**src/rtl/led_matrix_column_scanner_assert.svh**
```systemverilog
// assertion macros for the led matrix column scanner
// expects clk and rst_n in the scope where the macros are used
`ifndef LED_MATRIX_COLUMN_SCANNER_ASSERT_SVH
`define LED_MATRIX_COLUMN_SCANNER_ASSERT_SVH

// property that must hold at every edge out of reset
`define LMCS_ASSERT_ALWAYS(label, cond, msg) \
    label: assert property (@(posedge clk) disable iff (!rst_n) (cond)) else $error(msg);

// antecedent now implies consequent in the next cycle
`define LMCS_ASSERT_NEXT(label, ante, cons, msg) \
    label: assert property (@(posedge clk) disable iff (!rst_n) (ante) |=> (cons)) \
        else $error(msg);

`endif

```
**src/rtl/lmcs_pkg.sv**
```systemverilog
// shared constants and types for the led matrix column scanner
// no dependencies
package lmcs_pkg;

    localparam int COLUMNS     = 10;
    localparam int SELECT_BITS = 16;
    localparam int ROW_BITS    = 20;
    localparam int PAD_BITS    = 4;

    localparam int DRIVER_BITS = 1 + 32 + PAD_BITS;
    localparam int COLUMN_W    = 4;
    localparam int PERIOD_W    = 16;
    localparam int BIT_W       = 6;
    localparam int POS_W       = 6;
    localparam int ROW_IDX_W   = (ROW_BITS > 1) ? $clog2(ROW_BITS) : 1;
    localparam int SEL_IDX_W   = $clog2(SELECT_BITS);
    localparam logic [PERIOD_W-1:0] PERIOD_RESET = 16'd2000;

    typedef enum logic [2:0] {
        SEG_IDLE   = 3'd0,
        SEG_BLANK  = 3'd1,
        SEG_BLATCH = 3'd2,
        SEG_DRIVER = 3'd3,
        SEG_SELECT = 3'd4,
        SEG_SLATCH = 3'd5,
        SEG_FINAL  = 3'd6,
        SEG_FLATCH = 3'd7
    } segment_t;

    typedef enum logic {
        KIND_WRITE = 1'b0,
        KIND_TICK  = 1'b1
    } kind_t;

endpackage

```
**src/rtl/led_matrix_column_scanner.sv**
```systemverilog
// Column scanner for a multiplexed LED matrix: one item in, one item out, every clock
// cycle while the output side takes items. A write item stores a column word in a
// 10-entry synchronous frame memory; a tick item moves the refresh timer and the pin
// sequencer one step. The result item holds the pin levels after the item, taken
// straight from the pin registers, so the input is held only while a result waits
// under stall. The frame memory is read once per column, on the tick that ends the
// blanking latch; its registered read data serves the row driver bits from then on.
// Depends on lmcs_pkg and led_matrix_column_scanner_assert.svh.
module led_matrix_column_scanner (
    input  logic                          clk,
    input  logic                          rst_n,
    // configuration
    input  logic                          cfg_valid,
    output logic                          cfg_ready,
    input  logic [lmcs_pkg::PERIOD_W-1:0] refresh_period,
    // input items
    input  logic                          in_valid,
    output logic                          in_stall,
    input  logic                          kind,
    input  logic [lmcs_pkg::COLUMN_W-1:0] column,
    input  logic [lmcs_pkg::ROW_BITS-1:0] pixels,
    // result items
    output logic                          out_valid,
    input  logic                          out_stall,
    output logic                          select_data,
    output logic                          select_clock,
    output logic                          select_latch,
    output logic                          driver_data,
    output logic                          driver_clock,
    output logic                          busy_res
);
    import lmcs_pkg::*;

    // frame memory and its read port
    logic [ROW_BITS-1:0] frame_mem [COLUMNS];
    logic [COLUMNS-1:0]  written_reg;
    logic [ROW_BITS-1:0] rd_data_reg;
    logic                rd_valid_reg;
    logic                rd_en;

    logic [PERIOD_W-1:0] period_reg;
    logic [PERIOD_W-1:0] count_reg, count_next;
    logic                due_reg, due_next;
    logic [COLUMN_W-1:0] col_reg, col_next;
    segment_t            seg_reg, seg_next;
    logic [BIT_W-1:0]    bit_reg, bit_next;
    logic                phase_reg, phase_next;

    logic sd_reg, sd_next;
    logic sc_reg, sc_next;
    logic sl_reg, sl_next;
    logic dd_reg, dd_next;
    logic dc_reg, dc_next;
    logic busy_reg, busy_next;
    logic out_valid_reg;

    logic                in_acc;
    logic                step;
    logic                wr_en;
    logic [PERIOD_W-1:0] count_inc;
    logic [PERIOD_W-1:0] period_eff;
    logic                due_mid;
    logic                start;
    segment_t            seg_mid;
    logic [COLUMN_W-1:0] col_mid;
    logic [BIT_W-1:0]    bit_mid;
    logic                phase_mid;
    logic                do_step;
    logic [BIT_W-1:0]    bit_inc;
    logic [BIT_W-1:0]    seg_count;
    logic                finish;
    logic [COLUMN_W-1:0] col_inc;
    logic [ROW_BITS-1:0] drv_word;
    logic [BIT_W:0]      drv_idx;
    logic [BIT_W:0]      sel_idx;
    logic [POS_W-1:0]    sel_pos;
    logic                drv_bit;
    logic                sel_bit;

    assign cfg_ready = 1'b1;
    assign in_stall  = out_valid_reg && out_stall;
    assign in_acc    = in_valid && !in_stall;
    assign step      = in_acc && (kind == KIND_TICK);
    assign wr_en     = in_acc && (kind == KIND_WRITE) && ({1'b0, column} < (COLUMN_W+1)'(COLUMNS));

    always_ff @(posedge clk or negedge rst_n)
    begin
        if (!rst_n)
        begin
            period_reg <= PERIOD_RESET;
        end
        else if (cfg_valid && cfg_ready)
        begin
            period_reg <= refresh_period;
        end
    end

    // frame memory: one write port for write items, one read for the sequencer
    always_ff @(posedge clk)
    begin
        if (wr_en)
        begin
            frame_mem[column] <= pixels;
        end
        if (rd_en)
        begin
            rd_data_reg <= frame_mem[col_mid];
        end
    end

    // a read and a write never share a cycle, so earlier writes are always seen
    always_ff @(posedge clk or negedge rst_n)
    begin
        if (!rst_n)
        begin
            written_reg  <= '0;
            rd_valid_reg <= 1'b0;
        end
        else
        begin
            if (wr_en)
            begin
                written_reg[column] <= 1'b1;
            end
            if (rd_en)
            begin
                rd_valid_reg <= written_reg[col_mid];
            end
        end
    end

    assign drv_word = rd_valid_reg ? rd_data_reg : '0;

    // refresh timer and frame start
    always_comb
    begin
        count_inc  = count_reg + 1'b1;
        period_eff = (period_reg == '0) ? PERIOD_W'(1) : period_reg;
        count_next = count_reg;
        due_mid    = due_reg;
        if (step)
        begin
            count_next = count_inc;
            if (count_inc >= period_eff)
            begin
                count_next = '0;
                due_mid    = 1'b1;
            end
        end
        start     = step && (seg_reg == SEG_IDLE) && due_mid;
        due_next  = start ? 1'b0 : due_mid;
        seg_mid   = start ? SEG_BLANK : seg_reg;
        col_mid   = start ? '0 : col_reg;
        bit_mid   = start ? '0 : bit_reg;
        phase_mid = start ? 1'b0 : phase_reg;
        do_step   = step && (seg_mid != SEG_IDLE);
    end

    // sequencer next state
    always_comb
    begin
        bit_inc    = bit_mid + 1'b1;
        col_inc    = col_mid + 1'b1;
        seg_count  = (seg_mid == SEG_DRIVER) ? BIT_W'(DRIVER_BITS) : BIT_W'(SELECT_BITS);
        finish     = 1'b0;
        rd_en      = 1'b0;
        seg_next   = seg_mid;
        col_next   = col_mid;
        bit_next   = bit_mid;
        phase_next = phase_mid;
        if (do_step)
        begin
            case (seg_mid)
                SEG_BLANK, SEG_FINAL, SEG_DRIVER, SEG_SELECT:
                begin
                    if (!phase_mid)
                    begin
                        phase_next = 1'b1;
                    end
                    else
                    begin
                        phase_next = 1'b0;
                        bit_next   = bit_inc;
                        finish     = (bit_inc >= seg_count);
                    end
                end
                default:
                begin
                    phase_next = !phase_mid;
                    finish     = phase_mid;
                end
            endcase
            if (finish)
            begin
                bit_next   = '0;
                phase_next = 1'b0;
                case (seg_mid)
                    SEG_BLANK:  seg_next = SEG_BLATCH;
                    SEG_BLATCH:
                    begin
                        seg_next = SEG_DRIVER;
                        rd_en    = 1'b1;
                    end
                    SEG_DRIVER: seg_next = SEG_SELECT;
                    SEG_SELECT: seg_next = SEG_SLATCH;
                    SEG_SLATCH:
                    begin
                        col_next = col_inc;
                        seg_next = ({1'b0, col_inc} < (COLUMN_W+1)'(COLUMNS)) ? SEG_BLANK
                                                                               : SEG_FINAL;
                    end
                    SEG_FINAL:  seg_next = SEG_FLATCH;
                    default:
                    begin
                        col_next = '0;
                        seg_next = SEG_IDLE;
                    end
                endcase
            end
        end
    end

    // serial bit values for the current pin step
    always_comb
    begin
        drv_idx = (BIT_W+1)'(ROW_BITS) - {1'b0, bit_mid};
        sel_idx = (BIT_W+1)'(SELECT_BITS - 1) - {1'b0, bit_mid};
        sel_pos = ({1'b0, col_mid} < 5'd5) ? POS_W'(col_mid) + POS_W'(1)
                                           : POS_W'(col_mid) + POS_W'(4);
        if (bit_mid == '0)
        begin
            drv_bit = 1'b1;
        end
        else if (bit_mid <= BIT_W'(ROW_BITS))
        begin
            drv_bit = drv_word[drv_idx[ROW_IDX_W-1:0]];
        end
        else
        begin
            drv_bit = 1'b0;
        end
        // active-low select: only the column's own position is zero
        sel_bit = (bit_mid < BIT_W'(SELECT_BITS))
                  && ((BIT_W+1)'(sel_pos) != {1'b0, sel_idx[BIT_W-1:0]});
    end

    // pin levels
    always_comb
    begin
        sd_next   = sd_reg;
        sc_next   = sc_reg;
        sl_next   = sl_reg;
        dd_next   = dd_reg;
        dc_next   = dc_reg;
        busy_next = busy_reg;
        if (in_acc)
        begin
            busy_next = (kind == KIND_TICK) ? (seg_mid != SEG_IDLE) : (seg_reg != SEG_IDLE);
        end
        if (do_step)
        begin
            case (seg_mid)
                SEG_BLANK, SEG_FINAL, SEG_SELECT:
                begin
                    if (!phase_mid)
                    begin
                        sd_next = (seg_mid == SEG_SELECT) ? sel_bit : 1'b1;
                        sc_next = 1'b1;
                    end
                    else
                    begin
                        sc_next = 1'b0;
                    end
                end
                SEG_DRIVER:
                begin
                    if (!phase_mid)
                    begin
                        dd_next = drv_bit;
                        dc_next = 1'b1;
                    end
                    else
                    begin
                        dc_next = 1'b0;
                    end
                end
                default:
                begin
                    sl_next = !phase_mid;
                end
            endcase
        end
    end

    always_ff @(posedge clk or negedge rst_n)
    begin
        if (!rst_n)
        begin
            count_reg     <= '0;
            due_reg       <= 1'b0;
            col_reg       <= '0;
            seg_reg       <= SEG_IDLE;
            bit_reg       <= '0;
            phase_reg     <= 1'b0;
            sd_reg        <= 1'b0;
            sc_reg        <= 1'b0;
            sl_reg        <= 1'b0;
            dd_reg        <= 1'b0;
            dc_reg        <= 1'b0;
            busy_reg      <= 1'b0;
            out_valid_reg <= 1'b0;
        end
        else
        begin
            count_reg     <= count_next;
            due_reg       <= due_next;
            col_reg       <= col_next;
            seg_reg       <= seg_next;
            bit_reg       <= bit_next;
            phase_reg     <= phase_next;
            sd_reg        <= sd_next;
            sc_reg        <= sc_next;
            sl_reg        <= sl_next;
            dd_reg        <= dd_next;
            dc_reg        <= dc_next;
            busy_reg      <= busy_next;
            if (in_acc)
            begin
                out_valid_reg <= 1'b1;
            end
            else if (!out_stall)
            begin
                out_valid_reg <= 1'b0;
            end
        end
    end

    assign out_valid    = out_valid_reg;
    assign select_data  = sd_reg;
    assign select_clock = sc_reg;
    assign select_latch = sl_reg;
    assign driver_data  = dd_reg;
    assign driver_clock = dc_reg;
    assign busy_res     = busy_reg;

`include "led_matrix_column_scanner_assert.svh"

    `LMCS_ASSERT_ALWAYS(a_one_clock_high, !(sc_reg && dc_reg) && !(sl_reg && (sc_reg || dc_reg)), "two serial strobes high at once")
    `LMCS_ASSERT_ALWAYS(a_idle_clean, (seg_reg != SEG_IDLE) || (!phase_reg && (bit_reg == '0) && (col_reg == '0)), "sequencer idle with stale counters")
    `LMCS_ASSERT_NEXT(a_read_enters_driver, rd_en, (seg_reg == SEG_DRIVER) && (bit_reg == '0), "frame read without entering driver part")

endmodule

```
**config.mk**
```make
export PLATFORM = sky130hd
export DESIGN_NAME = led_matrix_column_scanner
export DESIGN_NICKNAME = d
export VERILOG_FILES = /design/src/rtl/lmcs_pkg.sv /design/src/rtl/led_matrix_column_scanner.sv
export VERILOG_INCLUDE_DIRS = /design/src /design/src/rtl
export SDC_FILE = /design/constraint.sdc
export NUM_CORES = 1
export LEC_CHECK = 0
export ABC_AREA = 1
export BUFFER_PORTS_ARGS = -buffer_cell sky130_fd_sc_hd__buf_2
export CORE_MARGIN = 10
export CORE_UTILIZATION = 55
export DETAILED_ROUTE_END_ITERATION = 6
export GPL_TIMING_DRIVEN = 0
export MAX_ROUTING_LAYER = met4
export PLACE_DENSITY_LB_ADDON = 0.08
export SYNTH_ARGS = -nofsm -noshare
export SYNTH_HDL_FRONTEND = slang
export SYNTH_SLANG_ARGS = --single-unit
```
**constraint.sdc**
```tcl
create_clock -name clk -period 5.44 [get_ports clk]
set_input_delay 0.272 -clock clk [delete_from_list [all_inputs] [get_ports clk]]
set_output_delay 0.272 -clock clk [all_outputs]
set_load 0.005 [all_outputs]
```
==> impl_metrics.json <==
{
  "leakage_nw": 6.02,
  "grt_max_degree": 66,
  "fill_cells": 1698,
  "peakVddDrop_mv": 0.285,
  "clk-insertion-delay-late_ps": 570,
  "syn_avg_cell_area_sq_um": 11.3,
  "die-area_sq_mm": 0.0297,
  "place_hpwl_um": 20400,
  "place_area_sq_mm": 0.0136,
  "final_area_sq_mm": 0.0150,
  "clock_skew_ps": 14.1,
  "maxCapViolCount": 0,
  "vias": 8895,
  "arrival_ps": 5450,
  "setup_violations": 0,
  "drt_iter0_drc": 888,
  "grt_pass1_vias": 8880,
  "initial_core_util_pct": 56.1,
  "cts_tree": "done",
  "htree_levels": 1,
  "viasPerCell": 5.69,
  "final_nets": 1331,
  "tns_ps": 0,
  "synth_edf_count": 220,
  "totalWireLength_um": 30900,
  "clock_path_buffers": 3,
  "io_pins": 55,
  "largest_reg_flops": 200,
  "period_share_pct": 94.2,
  "dr.pass1.iters": 5,
  "std_cell_rows": 55,
  "final_cell_mix": "edfxtp_1, nand2_1, inv_1, nor2_1, nand3_1",
  "criticalPathCategory": "flop to flop",
  "place_ws_ps": -447,
  "drive_above_1_share_pct": 16.1,
  "status": "complete, no violations",
  "ys_seq_area_share_pct": 64.6,
  "root_buffer": "clkbuf_16",
  "hold_depth": 1,
  "area_delta_synth_final_pct": 18.0,
  "power_density_mw_per_mm2": 397,
  "slew_headroom_pct": 40.7,
  "synth_ff_type": "edfxtp_1",
  "timing.final.hold_violations": 0,
  "r2r.worst_path.cells": 29,
  "detail_route.wl_per_cell_um": 19.8,
  "path_clk_slew_ps": 60,
  "cpMostUsedCell": "nand2_1",
  "drv_slew": 0,
  "ys_types": 49,
  "routabilityCongestion": 0.893,
  "period_needed_ps": 5120,
  "ff2ff_setup_slack_ps": 320,
  "startpoint_type": "flop",
  "grt_remaining_overflow": 0,
  "portBuffers": 53,
  "yosys_warnings": 0,
  "async_reset_ff_share_pct": 22.8,
  "ant_nets": 0,
  "grt_first_pass_wirelength_um": 48900,
  "cts_buffers": 29,
  "cts_sinks": 285,
  "die_w_um": 172,
  "grt_usage_pct": 21.8,
  "core_area_sq_mm": 0.0227,
  "cp_data_required_time_ps": 5770,
  "slowest_stage": "ha_1",
  "die_h_um": 172,
  "worstMarginPinSlew_ps": 887,
  "hold_path_class": "input port to flop",
  "synthCells": 1130,
  "cp-end-kind": "flop",
  "final_common_cell": "edfxtp_1",
  "setup_ws_ps": 315,
  "antenna_found_initial": 1,
  "fmax_mhz": 195,
  "cp_max_fo": 10,
  "drc": 0,
  "synth_nets": 1206,
  "slowest_delay_ps": 420,
  "total_power_w": 0.00597,
  "multiInputGateArea_sq_mm": 0.00393,
  "synth.cell_area_sq_mm": 0.0128,
  "synth-seq-cells": 285,
  "regArea_sq_mm": 0.00824
}
==> report_power, final <==
part           internal [W]  switching [W]  total, W
Sequential          0.00249      0.0000807   0.00257
Clock               0.00132       0.000838   0.00216
Combinational      0.000443       0.000805   0.00125
Total               0.00425        0.00172   0.00597
==> worst paths after layout <==
check | to | from
worst max-delay path | rd_data_reg[3] | count_reg[2]
worst min-delay path | frame_mem[7][2] | pixels[2]
worst max register to register | rd_data_reg[3] | count_reg[2]
worst min register to register | written_reg[4] | written_reg[4]
max in group asynchronous | col_reg[1] | rst_n
min in group asynchronous | period_reg[5] | rst_n
==> synth_stat cells, types with 2 or more instances <==
| library cell | instances | area [sq um] |
|---|---|---|
| edfxtp_1 | 220 | 6610 |
| nand2_1 | 160 | 601 |
| nor2_1 | 118 | 443 |
| inv_1 | 110 | 413 |
| nand3_1 | 93 | 465 |
| dfrtp_1 | 59 | 1480 |
| o21ai_0 | 58 | 290 |
| o221ai_1 | 43 | 377 |
| ha_1 | 30 | 375 |
| clkbuf_1 | 25 | 93.8 |
| o211ai_1 | 23 | 173 |
| or2_0 | 20 | 125 |
| o311ai_1 | 17 | 149 |
| buf_2 | 15 | 75.1 |
| xor2_1 | 15 | 131 |
| a21oi_1 | 13 | 65.1 |
| nand3b_1 | 10 | 75.1 |
| nand4_1 | 10 | 62.6 |
| inv_2 | 8 | 30.0 |
| nor3_1 | 8 | 40.0 |
| nand2_2 | 7 | 43.8 |
| o21ai_1 | 7 | 35.0 |
| or2_2 | 7 | 43.8 |
| dfstp_2 | 6 | 158 |
| nand2_4 | 6 | 67.6 |
| o22ai_1 | 6 | 37.5 |
| buf_4 | 5 | 37.5 |
| a22o_1 | 3 | 26.3 |
| nor4_1 | 3 | 18.8 |
| o311ai_0 | 3 | 26.3 |
| buf_1 | 2 | 7.51 |
| buf_6 | 2 | 22.5 |
| nor2_4 | 2 | 22.5 |
==> cell type report <==
type                            instances  area share, %
Clock buffer                           31           4.94
Multi-Input combinational cell        675           26.1
Buffer                                 50           1.75
Antenna cell                            1         0.0166
Timing Repair Buffer                   94           5.03
Clock inverter                         21           1.95
Sequential cell                       285           54.8
Timing Repair inverter                  1         0.0499
Inverter                              119           3.01
Tap cell                              285           2.37
==> per-stage QoR <==
stage	util [%]	hold slack (ps)	cells
floorplan	-	-23.6	1130
global placement	58.9	446	1468
detailed placement	59.8	429	1477
CTS	65.8	0.996	1559
global route	66.2	19.6	1562
finish	66.2	11.4	1562
==> per-layer routing <==
metal	track usage, %	routed length, um
met1	27.8	13100
met2	36.1	15200
met3	3.15	1920
met4	6.00	636
met5	-	0
==> critical path: cells and delay by family (launching register included) <==
kind            cells  cell delay, ps
compound gates      4             560
fa+ha+maj           2             760
flops               1             400
simple gates       17            2130
buf+inv             5             870
xor+xnor            1             170
==> cells by family after synthesis <==
group,share of synthesized area (%)
AOI/OAI and AO/OA,9.57
and+or+nand+nor,16.2
adders and majority gates,2.94
buffers and inverters,5.57
other,0.0294
DFF,64.6
xor gates and xnor gates,1.10
==> timing repair <==
item                                    CTS  global route
resized for setup                         4            18
buffers inserted                          4             3
endpoints found under the hold margin   113             0
hold buffers                             25             0
gates cloned                              1             0
endpoints found under the setup margin   23            35
pin swaps                                 0             4
Note: power is estimated with default switching activity, not from simulation.
